$ cat config.mk
export PLATFORM = sky130hd
export DESIGN_NAME = roog_ctrl
export DESIGN_NICKNAME = d
export VERILOG_FILES = /design/src/sv/rectangle_overlap_occupancy_grid_top_macros.svh /design/src/sv/roog_pkg.sv /design/src/sv/roog_ctrl.sv
export SDC_FILE = /design/constraint.sdc
export NUM_CORES = 1
export LEC_CHECK = 0
export ABC_CLOCK_PERIOD_IN_PS = 1250
export BUFFER_PORTS_ARGS = -buffer_cell sky130_fd_sc_hd__buf_2
export CORE_AREA = 2 2 39 41
export DETAILED_ROUTE_END_ITERATION = 8
export DIE_AREA = 0 0 41 43
export PLACE_DENSITY_LB_ADDON = 0.15
export RECOVER_POWER = 25
export SLEW_MARGIN = 15
export SYNTH_ARGS = -nofsm -noshare
export SYNTH_HDL_FRONTEND = slang
export SYNTH_SLANG_ARGS = --single-unit
export TNS_END_PERCENT = 1
$ cat constraint.sdc
create_clock -name clk -period 1.25 [get_ports clk]
set_clock_uncertainty 0.2 [all_clocks]
set_input_delay 0.25 -clock clk [delete_from_list [all_inputs] [get_ports clk]]
set_output_delay 0.25 -clock clk [all_outputs]
set_load 0.05 [all_outputs]
$ cat src/sv/rectangle_overlap_occupancy_grid_top_macros.svh
// Assertion macros for the rectangle overlap occupancy grid.
`ifndef RECTANGLE_OVERLAP_OCCUPANCY_GRID_TOP_MACROS_SVH
`define RECTANGLE_OVERLAP_OCCUPANCY_GRID_TOP_MACROS_SVH

// Same-cycle implication.
`define ROOG_ASSERT_NOW(label, ante, cons) \
  label: assert property (@(posedge clk) disable iff (!rst_n) (ante) |-> (cons)) \
    else $error("roog assertion failed");

// Next-cycle implication.
`define ROOG_ASSERT_NEXT(label, ante, cons) \
  label: assert property (@(posedge clk) disable iff (!rst_n) (ante) |=> (cons)) \
    else $error("roog assertion failed");

`endif

$ cat src/sv/roog_pkg.sv
// Shared types and constants for the rectangle overlap occupancy grid.
package roog_pkg;

  localparam int GRID_SIDE_DEF = 1024;
  localparam int ID_BITS_DEF   = 16;

  localparam int CMD_W   = 1;
  localparam int OWNER_W = 16;
  localparam int EDGE_W  = 10;
  localparam int SIZE_W  = 11;
  localparam int CNT_W   = 21;

  localparam logic [CMD_W-1:0] CMD_ADD   = 1'b0;
  localparam logic [CMD_W-1:0] CMD_CHECK = 1'b1;

  typedef struct packed {
    logic [CMD_W-1:0]   command;
    logic [OWNER_W-1:0] owner_id;
    logic [EDGE_W-1:0]  left_edge;
    logic [EDGE_W-1:0]  top_edge;
    logic [SIZE_W-1:0]  rect_width;
    logic [SIZE_W-1:0]  rect_height;
  } in_t;

  typedef struct packed {
    logic             intact;
    logic [CNT_W-1:0] overlap_cells;
    logic             clipped;
  } out_t;

  typedef struct packed {
    logic load;
    logic setup;
    logic walk;
    logic clear;
    logic out_load;
  } cmd_t;

  typedef struct packed {
    logic clr_last;
    logic empty;
    logic walk_last;
  } status_t;

endpackage

$ cat src/sv/roog_ctrl.sv
// Controller state machine: clearing pass, request intake, cell walk and result hand-off.
module roog_ctrl (
  input  logic              clk,
  input  logic              rst_n,
  input  logic              in_valid,
  output logic              in_ready,
  output logic              out_valid,
  input  logic              out_ready,
  input  roog_pkg::status_t status,
  output roog_pkg::cmd_t    cmd
);

  typedef enum logic [5:0] {
    S_CLEAR  = 6'b000001,
    S_IDLE   = 6'b000010,
    S_SETUP  = 6'b000100,
    S_WALK   = 6'b001000,
    S_DRAIN  = 6'b010000,
    S_RESULT = 6'b100000
  } state_t;

  state_t state_r, state_nxt;
  logic   out_valid_r, out_valid_nxt;

  always_comb begin
    state_nxt    = state_r;
    cmd          = '0;
    in_ready     = 1'b0;
    unique case (state_r)
      S_CLEAR: begin
        cmd.clear = 1'b1;
        if (status.clr_last) begin
          state_nxt = S_IDLE;
        end
      end
      S_IDLE: begin
        in_ready = 1'b1;
        if (in_valid) begin
          cmd.load  = 1'b1;
          state_nxt = S_SETUP;
        end
      end
      S_SETUP: begin
        cmd.setup = 1'b1;
        state_nxt = status.empty ? S_RESULT : S_WALK;
      end
      S_WALK: begin
        cmd.walk = 1'b1;
        if (status.walk_last) begin
          state_nxt = S_DRAIN;
        end
      end
      S_DRAIN: begin
        state_nxt = S_RESULT;
      end
      S_RESULT: begin
        if (!out_valid_r || out_ready) begin
          cmd.out_load = 1'b1;
          state_nxt    = S_IDLE;
        end
      end
      default: begin
        state_nxt = S_CLEAR;
      end
    endcase
  end

  always_comb begin
    priority if (cmd.out_load) begin
      out_valid_nxt = 1'b1;
    end else if (out_ready) begin
      out_valid_nxt = 1'b0;
    end else begin
      out_valid_nxt = out_valid_r;
    end
  end

  always_ff @(posedge clk) begin
    if (!rst_n) begin
      state_r     <= S_CLEAR;
      out_valid_r <= 1'b0;
    end else begin
      state_r     <= state_nxt;
      out_valid_r <= out_valid_nxt;
    end
  end

  assign out_valid = out_valid_r;

endmodule

==> results of run 1 <==
## state kept, by name, indices dropped and copies added, names as in the netlist
register / cells
out_valid: 1
state_r: 6
## through the flow
step | util, % | area (um2)
6_report | 50.00 | 691.9
5_1_grt | 50.00 | 691.9
4_1_cts | 47.65 | 659.4
3_5_place_dp | 42.86 | 593.1
3_3_place_gp | 42.86 | 593.1
2_1_floorplan | - | 440.4
## area by class of cell
cell class / instances / area [um2] / area share [%]
clock buffer: 4 / 26.28 / 3.797
inverter: 3 / 15.01 / 2.170
multi-input combinational: 36 / 281.5 / 40.69
sequential: 7 / 146.4 / 21.16
tap: 16 / 20.02 / 2.893
timing repair buffer: 25 / 202.7 / 29.29
## per-layer routing
layer	up-vias	GRT usage (%)	wire, um	share of wire [%]
li1	223	-	-	-
met1	176	16.34	430	45
met2	14	18.75	455	48
met5	-	0	0	0
met3	0	9.424	69	7.2
met4	0	2.000	0	0
## critical path: stages, from the launching register on
cell and delay (ns):
dfxtp_2 0.33, nor3_4 0.22, nand2b_1 0.16, nor3b_4 0.20, buf_6 0.18
## placed cells by master (no fill, tap or decap), drive strengths merged, types with 2 or more instances in the layout
cell type / Yosys / final
buf: 2 / 25
dfxtp: 7 / 7
nor2: 5 / 5
clkbuf: 0 / 4
nand2b: 3 / 3
and3: 3 / 3
and2: 3 / 3
nor3: 3 / 3
nor2b: 2 / 2
inv: 3 / 2
nand3b: 2 / 2
xor2: 2 / 2
nand3: 2 / 2
o21ai: 2 / 2
## cells by family (layout without fill, tap and decap cells)
group | count (synthesis) | after routing
DFF | 7 | 7
xor gates and xnor gates | 2 | 2
muxes | 1 | 1
AOI/OAI and AO/OA | 8 | 8
buffers and inverters | 5 | 32
and+or+nand+nor | 25 | 25
## power by group through the flow
stage	registers [mW]	logic, mW	clock network [mW]
finish	0.236	0.0964	0.211
global route	0.237	0.104	0.238
CTS	0.235	0.0927	0.215
detailed placement	0.240	0.0827	0
global placement	0.240	0.0831	0
floorplan	0.240	0.0528	0
## repair_timing
item	CTS	global route
setup buffers	0	1
setup endpoints to repair	13	14
pin swaps	4	3
resized for setup	17	7
## final timing paths
path / end / cells after the start
setup / recovery: cmd[1] / 4
hold / removal: state_r[0] / 2
setup reg to reg: state_r[3] / 5
hold reg to reg: state_r[0] / 2
==> reports/metrics.yaml, run 1 <==
antenna_found_initial: 0
relSlewSlack_pct: 87.09
place_ws_ns: -0.3427
p_sw_mw: 0.1463
finalWeightedCongestion: 0.7529
vias: 413
cts_root_buffer: "clkbuf_4"
r2r_setup_slack_ns: -0.14
cts_buffers: 3
crit_path_start_kind: "register"
status: "finished with violations"
grt_max_degree: 8
insertion_delay_ns: 0.25
yosysTopAreaCellShare_pct: 34.15
fill_cells: 147
synthSimpleGateAreaFrac_pct: 39.94
die-height_um: 43
cp.required_ns: 0.80
worst_pin_slew_ns: 0.1930
yosys-top-cells-area: "dfxtp_1, nor3_2, and2_1"
powerDensity_nw_per_um2: 786.3
n_antenna_cell: 0
fin_hold_ws_ns: 0.04020
top_level_ports: 14
violations: "setup timing"
clock.fmax_mhz: 556.9
drt-initial-drc-count: 1
synth_top_area_cell: "dfxtp_1"
hold_violations: 0
cp_max_fo: 3
synth_fa_ha_area_share_pct: 0
ant_nets: 0
track_usage_pct: 13.22
worstReg2RegStart: "state_r[2]"
synth.ff_latch_count: 7
yosysMostFrequentCell: "dfxtp_1"
p_clk_share_pct: 38.9
drive_gt1_share_pct: 60.00
internal-power_mw: 0.3977
dp_cells: 86
crit_path_end_kind: "output pin"
combPwrFrac_pct: 17.7
gr-total-overflow: 0
finalSetupViolCount: 10
cts_tree: "done"
synth_xor_area_share_pct: 4.268
syn_nets: 55
rows: 14
first_global_vias: 371
die-area_um2: 1763
dieWidth_um: 41
finalWirelength_um: 955
period_share_pct: 143.7
ys_async_sr_fraction_pct: 0
portBuffers: 13
slew_violations: 0
period_needed_ns: 1.796
synth_mux_area_share_pct: 2.439
synth_cell_types: 25
layout.cells.non_filler: 91
grt_pass1_wl_mm: 1.497
p_sw_share_pct: 26.90
first_pass_iters: 2
synthTopCellsByCount: "dfxtp_1, nor2_1, and2_1, inv_1, nand2b_1"
drv_cap: 0
tns_ns: -3.330
cts.reportedPaths.clkPinSlew_ns: 0.05
final_nets: 83
setup_slack_ns: -0.5456
ys_seq_area_share_pct: 34.15
peakVddDrop_mv: 0.6618
synth_cells: 48
wl_per_cell_um: 10.49
hold_path.class: "in -> reg"
critPathKind: "reg -> out"
cts_max_path_buffers: 2
synth_top_family_by_area: "simple AND/OR/NAND/NOR gates"
core_area_um2: 1384
critPathLaunch: "state_r[4]"
total_leakage_power_nw: 0.3235
ys_warn_count: 0
cts.htree.levels: 1
synth_edf_count: 0
worst_ep_arrival_time_ns: 1.35
hpwlAfterDp_um: 709
avgViaCountPerCell: 4.538
syn_area_um2: 410.4
synthFlopType: "dfxtp_1"
start_util_pct: 29.66
cts.sink_count: 7
p_seq_share_pct: 43.4
syn_avg_cell_area_um2: 8.550
rsz0062_at_grt: "true"
holdBufCountCts: 0
min_from: "rst_n"
total_power_mw: 0.5440
drc: 0
layout-area-overhead-vs-synth_pct: 68.60
synth-compound-area-share_pct: 12.80
Note: power is estimated with default switching activity, not from simulation.
==> run 2: changes to the inputs <==
--- a/config.mk
+++ b/config.mk
@@ -12,6 +12,7 @@
 export DIE_AREA = 0 0 41 43
 export PLACE_DENSITY_LB_ADDON = 0.15
 export RECOVER_POWER = 25
+export REMOVE_ABC_BUFFERS = 1
 export SLEW_MARGIN = 15
 export SYNTH_ARGS = -nofsm -noshare
 export SYNTH_HDL_FRONTEND = slang
==> run 2 against run 1 <==
  * The flow still finishes with violations (setup timing)
  * Cell count up 2.2%
  * Non-clock buffer count rose by 2
  * Register-to-register slack lost 0.18 ns
  * Setup slack better by 0.071 ns
  * Critical path depth up 1
  * Hold slack got worse by 0.0057 ns
  * Sequential power about the same
  * Sequential share of layout area shrank 0.23 points
  * Die area unchanged
  * Count of clock-buffer cells in the layout stayed put
  * Global-route usage increased by 0.76 points
  * Highest routed layer unchanged
==> reports/metrics.yaml, run 2 (synthesized netlist as in run 1, its figures left out) <==
final_nets: 85  # was 83
insertion_delay_ns: 0.25  # about the same
clock.fmax_mhz: 579.7  # was 556.9 MHz
grt_pass1_wl_mm: 1.635  # was 1.497 mm
avgViaCountPerCell: 4.581  # was 4.538
crit_path_end_kind: "output pin"  # unchanged
place_ws_ns: -0.3331  # was -0.3427 ns
rows: 14  # unchanged
finalWeightedCongestion: 0.7183  # was 0.7529
cts.sink_count: 7  # unchanged
start_util_pct: 29.66  # unchanged
drt-initial-drc-count: 4  # was 1
gr-total-overflow: 0  # unchanged
slew_violations: 0  # unchanged
drv_cap: 0  # unchanged
powerDensity_nw_per_um2: 771.8  # was 786.3 nW/um2
cts_max_path_buffers: 2  # unchanged
critPathKind: "reg -> out"  # unchanged
r2r-end: "state_r[1]"  # was state_r[3]
relSlewSlack_pct: 83.68  # was 87.09%
worst_ep_arrival_time_ns: 1.28  # was 1.35 ns
crit_path_start_kind: "register"  # unchanged
hold_violations: 0  # unchanged
crit_chain: "nor3_4 -> nand3_1 -> inv_2 -> and2_4 -> buf_8"  # was nor3_4 -> nand2b_1 -> nor3b_4 -> buf_6
r2r_setup_slack_ns: -0.32  # was -0.14 ns
cts_buffers: 3  # unchanged
cp.buffers_inverters: 2  # was 1
hold_path.class: "in -> reg"  # unchanged
dieWidth_um: 41  # unchanged
worstReg2RegStart: "state_r[4]"  # was state_r[2]
crit_path_end: "cmd[4]"  # was cmd[1]
violations: "setup timing"  # unchanged
status: "finished with violations"  # unchanged
ant_nets: 0  # unchanged
setup_slack_ns: -0.4750  # was -0.5456 ns
total_leakage_power_nw: 0.3385  # was 0.3235 nW
track_usage_pct: 13.98  # was 13.22%
cpMaxStageDelayCell: "dfxtp_2"  # unchanged
critPathTopFamily: "simple AND/OR/NAND/NOR gates"  # unchanged
largest_reg_flops: 6  # unchanged
layout-area-overhead-vs-synth_pct: 70.43  # was 68.60%
fin_util_pct: 50.54  # was 50.00%
vias: 426  # was 413
cts_tree: "done"  # unchanged
antenna_found_initial: 0  # unchanged
cp_max_fo: 3  # unchanged
top_level_ports: 14  # unchanged
cts.reportedPaths.clkPinSlew_ns: 0.05  # about the same
cp.depth: 5  # was 4
die-height_um: 43  # unchanged
cts_root_buffer: "clkbuf_4"  # unchanged
wl_per_cell_um: 10.44  # was 10.49 um
period_needed_ns: 1.725  # was 1.796 ns
die-area_um2: 1763  # unchanged
mostFrequentLayoutCells: "buf_4, buf_6, buf_2, dfxtp_2"  # was buf_4, buf_2, buf_6, dfxtp_2, nor2_1
layout.cells.non_filler: 93  # was 91
dp_cells: 85  # was 86
cp.required_ns: 0.80  # about the same
hpwlAfterDp_um: 717.8  # was 709 um
drive_gt1_share_pct: 59.74  # was 60.00%
reg2reg_depth: 8  # was 5
core_area_um2: 1384  # unchanged
grt_max_degree: 8  # unchanged
first_pass_iters: 4  # was 2
n_antenna_cell: 0  # unchanged
slowest_delay_ns: 0.33  # about the same
critPathLaunch: "state_r[4]"  # unchanged
final_common_cell: "buf_4"  # unchanged
top_register: "state_r"  # unchanged
worst_pin_slew_ns: 0.2465  # was 0.1930 ns
finalSetupViolCount: 10  # unchanged
period_share_pct: 138.0  # was 143.7%
holdBufCountCts: 0  # unchanged
fin_hold_ws_ns: 0.03451  # was 0.04020 ns
cts.htree.levels: 1  # unchanged
first_global_vias: 415  # was 371
rsz0062_at_grt: "true"  # unchanged
drc: 0  # unchanged
tns_ns: -3.508  # was -3.330 ns
finalWirelength_um: 971  # was 955 um
peakVddDrop_mv: 0.5236  # was 0.6618 mV
portBuffers: 13  # unchanged
-- run 2: per-layer routing --
metal | wire [um] | track usage (%)
met1 | 455 | 17.80
met2 | 442 | 19.69
met3 | 73 | 6.283
met4 | 0 | 6.000
met5 | 0 | 0
-- run 2: where the power goes --
group / switching, mW / internal (mW)
Combinational: 0.0474 / 0.0462
Clock: 0.0874 / 0.122
Sequential: 0.00777 / 0.229
-- run 2: metrics by stage --
step	area, um2	power [mW]
CTS	688.2	0.5440
finish	699.4	0.5398
floorplan	395.4	0.2841
global placement	555.5	0.3121
detailed placement	555.5	0.3123
global route	699.4	0.5741
-- run 2: cell type report --
cell class                 count  area (um2)
multi-input combinational     36       269.0
timing repair buffer          27       226.5
inverter                       3       11.26
tap                           16       20.02
clock buffer                   4       26.28
sequential                     7       146.4
fill                         133       684.4
-- run 2: how the worst min path moves through the flow --
stage / start / end / slack, ns / depth (start not counted)
6_report: rst_n / state_r[0] / 0.03 / 2
2_1_floorplan: rst_n / state_r[0] / 0.13 / 1
3_5_place_dp: rst_n / state_r[0] / 0.30 / 2
3_3_place_gp: rst_n / state_r[0] / 0.30 / 2
5_1_grt: rst_n / state_r[0] / 0.05 / 2
4_1_cts: rst_n / state_r[0] / 0.04 / 2
-- run 2: repair_timing --
item / 4_1_cts / 5_1_grt
pin swaps: 5 / 1
hold endpoints to repair: 0 / 0
setup buffers: 4 / 0
gates resized for setup: 26 / 6
setup endpoints to repair: 13 / 14
==> run 3: changes to the inputs <==
--- a/config.mk
+++ b/config.mk
@@ -5,7 +5,7 @@
 export SDC_FILE = /design/constraint.sdc
 export NUM_CORES = 1
 export LEC_CHECK = 0
-export ABC_CLOCK_PERIOD_IN_PS = 1250
+export ABC_CLOCK_PERIOD_IN_PS = 2050
 export BUFFER_PORTS_ARGS = -buffer_cell sky130_fd_sc_hd__buf_2
 export CORE_AREA = 2 2 39 41
 export DETAILED_ROUTE_END_ITERATION = 8
==> constraint.sdc (replaced) <==
create_clock -name clk -period 2.05 [get_ports clk]
set_clock_uncertainty 0.2 [all_clocks]
set_input_delay 0.41 -clock clk [delete_from_list [all_inputs] [get_ports clk]]
set_output_delay 0.41 -clock clk [all_outputs]
set_load 0.05 [all_outputs]
==> run 3 against run 2 <==
  * Sequential share of layout area increased by 5.6 points
  * The run now ends clean
  * Highest routed layer is now met4
  * Power decreased by 41%
  * Final area decreased by 20%
  * Count of clock-buffer cells in the layout unchanged
  * Largest power group unchanged
  * First-iteration DRC count decreased by 25%
==> reports/metrics.yaml, run 3 (synthesized netlist as in run 1, its figures left out) <==
crit_path_end_kind: "output pin"  # unchanged
hold_path.class: "in -> reg"  # unchanged
track_usage_pct: 12.71  # was 13.98%
worst_pin_slew_ns: 0.3282  # was 0.2465 ns
powerDensity_nw_per_um2: 562.3  # was 771.8 nW/um2
drive_gt1_share_pct: 44.62  # was 59.74%
grt_pass1_wl_mm: 1.366  # was 1.635 mm
finalSetupViolCount: 0  # was 10
final_area_um2: 561.8  # was 699.4 um2
crit_path_start_kind: "register"  # unchanged
die-height_um: 43  # unchanged
wl_per_cell_um: 10.88  # was 10.44 um
final_nets: 73  # was 85
start_util_pct: 29.66  # unchanged
fill_cells: 144  # was 133
layout-area-overhead-vs-synth_pct: 36.89  # was 70.43%
relSlewSlack_pct: 78.09  # was 83.68%
first_global_vias: 323  # was 415
crit_chain: "buf_4 -> nor2_1 -> and3_2 -> buf_2"  # was nor3_4 -> nand3_1 -> inv_2 -> and2_4 -> buf_8
top_level_ports: 14  # unchanged
dieWidth_um: 41  # unchanged
mostFrequentLayoutCells: "buf_2, nor2_1, dfxtp_1"  # was buf_4, buf_6, buf_2, dfxtp_2
cts_tree: "done"  # unchanged
clock.fmax_mhz: 509.8
hpwlAfterDp_um: 644  # was 717.8 um
grt_max_degree: 9  # was 8
drv_cap: 0  # unchanged
top_register: "state_r"  # unchanged
cts_root_buffer: "clkbuf_4"  # unchanged
portBuffers: 13  # unchanged
first_pass_iters: 3  # was 4
n_antenna_cell: 0  # unchanged
critPathTopFamily: "buffers and inverters"  # was simple AND/OR/NAND/NOR gates
finalWeightedCongestion: 0.7642  # was 0.7183
cp.buffers_inverters: 2  # unchanged
peakVddDrop_mv: 0.2915  # was 0.5236 mV
period_needed_ns: 1.961
placed_cell_area_um2: 480.5  # was 555.5 um2
slowest_delay_ns: 0.35  # was 0.33 ns
drc: 0  # unchanged
total_leakage_power_nw: 0.2714  # was 0.3385 nW
core_area_um2: 1384  # unchanged
holdBufCountCts: 0  # unchanged
cts_buffers: 3  # unchanged
slew_violations: 0  # unchanged
gr-total-overflow: 0  # unchanged
largest_reg_flops: 6  # unchanged
insertion_delay_ns: 0.26  # was 0.25 ns
cpMaxStageDelayCell: "dfxtp_4"  # was dfxtp_2
final_common_cell: "buf_2"  # was buf_4
drt-initial-drc-count: 3  # was 4
cp.required_ns: 1.44  # was 0.80 ns
rsz0062_at_grt: "true"  # unchanged
total_power_mw: 0.3159  # was 0.5398 mW
cts.sink_count: 7  # unchanged
cts_max_path_buffers: 2  # unchanged
avgViaCountPerCell: 4.802  # was 4.581
cts.reportedPaths.clkPinSlew_ns: 0.05  # about the same
cts.htree.levels: 1  # unchanged
worst_ep_arrival_time_ns: 1.35  # was 1.28 ns
hold_violations: 0  # unchanged
rows: 14  # unchanged
finalWirelength_um: 881  # was 971 um
cp_max_fo: 3  # unchanged
critPathKind: "reg -> out"  # unchanged
die-area_um2: 1763  # unchanged
ant_nets: 0  # unchanged
status: "finished clean"  # was finished with violations
antenna_found_initial: 0  # unchanged
period_share_pct: 95.68
vias: 389  # was 426
-- run 3: cell count changes in the layout (fill, tap and decap cells not counted), sizes merged --
cell | before | now
buf | 27 | 15
-- run 3: path summary, 6_finish.rpt --
| path | cells past startpoint | slack [ns] | to | from |
|---|---|---|---|---|
| max | 4 | 0.09 | cmd[3] | state_r[3] |
| max reg2reg | 4 | 0.60 | state_r[3] | state_r[5] |
| min | 2 | 0.19 | state_r[0] | rst_n |
| min reg2reg | 2 | 0.37 | out_valid | out_valid |
-- run 3: layer usage --
metal	wire, um	track usage, %
met3	73	6.283
met1	388	15.69
met2	377	15.00
met5	0	0
met4	42	12.00
-- run 3: what timing repair did --
item,4_1_cts,5_1_grt
resized for setup,6,7
pin swaps,2,2
endpoints found under the hold margin,0,0
gates cloned,0,0
setup buffers,0,2
endpoints found under the setup margin,3,4
-- run 3: report_power, final --
group | switching, mW | leakage [nW] | total (mW) | internal [mW]
combinational | 0.0253 | 0.197 | 0.0452 | 0.0200
sequential | 0.00492 | 0.0590 | 0.142 | 0.137
clock | 0.0545 | 0.0150 | 0.129 | 0.0745
total | 0.0846 | 0.271 | 0.316 | 0.231
-- run 3: stage by stage --
step	util, %	setup TNS, ns	instances	hold WS, ns	worst slack [ns]
global route	40.60	-0.01735	81	0.1997	-0.01735
finish	40.60	0	81	0.1935	0.08854
detailed placement	34.72	0	75	0.3634	0.2115
CTS	37.88	0	79	0.1955	0.02983
global placement	34.72	0	75	0.3537	0.2547
floorplan	-	-0.5061	46	0.2862	-0.3983
-- run 3: final cells by class --
cell class / count / area, um2 / area share [%]
clock buffer: 4 / 26.28 / 4.677
sequential: 7 / 148.9 / 26.50
timing repair buffer: 15 / 95.09 / 16.93
inverter: 3 / 11.26 / 2.004
tap: 16 / 20.02 / 3.563
multi-input combinational: 36 / 260.3 / 46.33
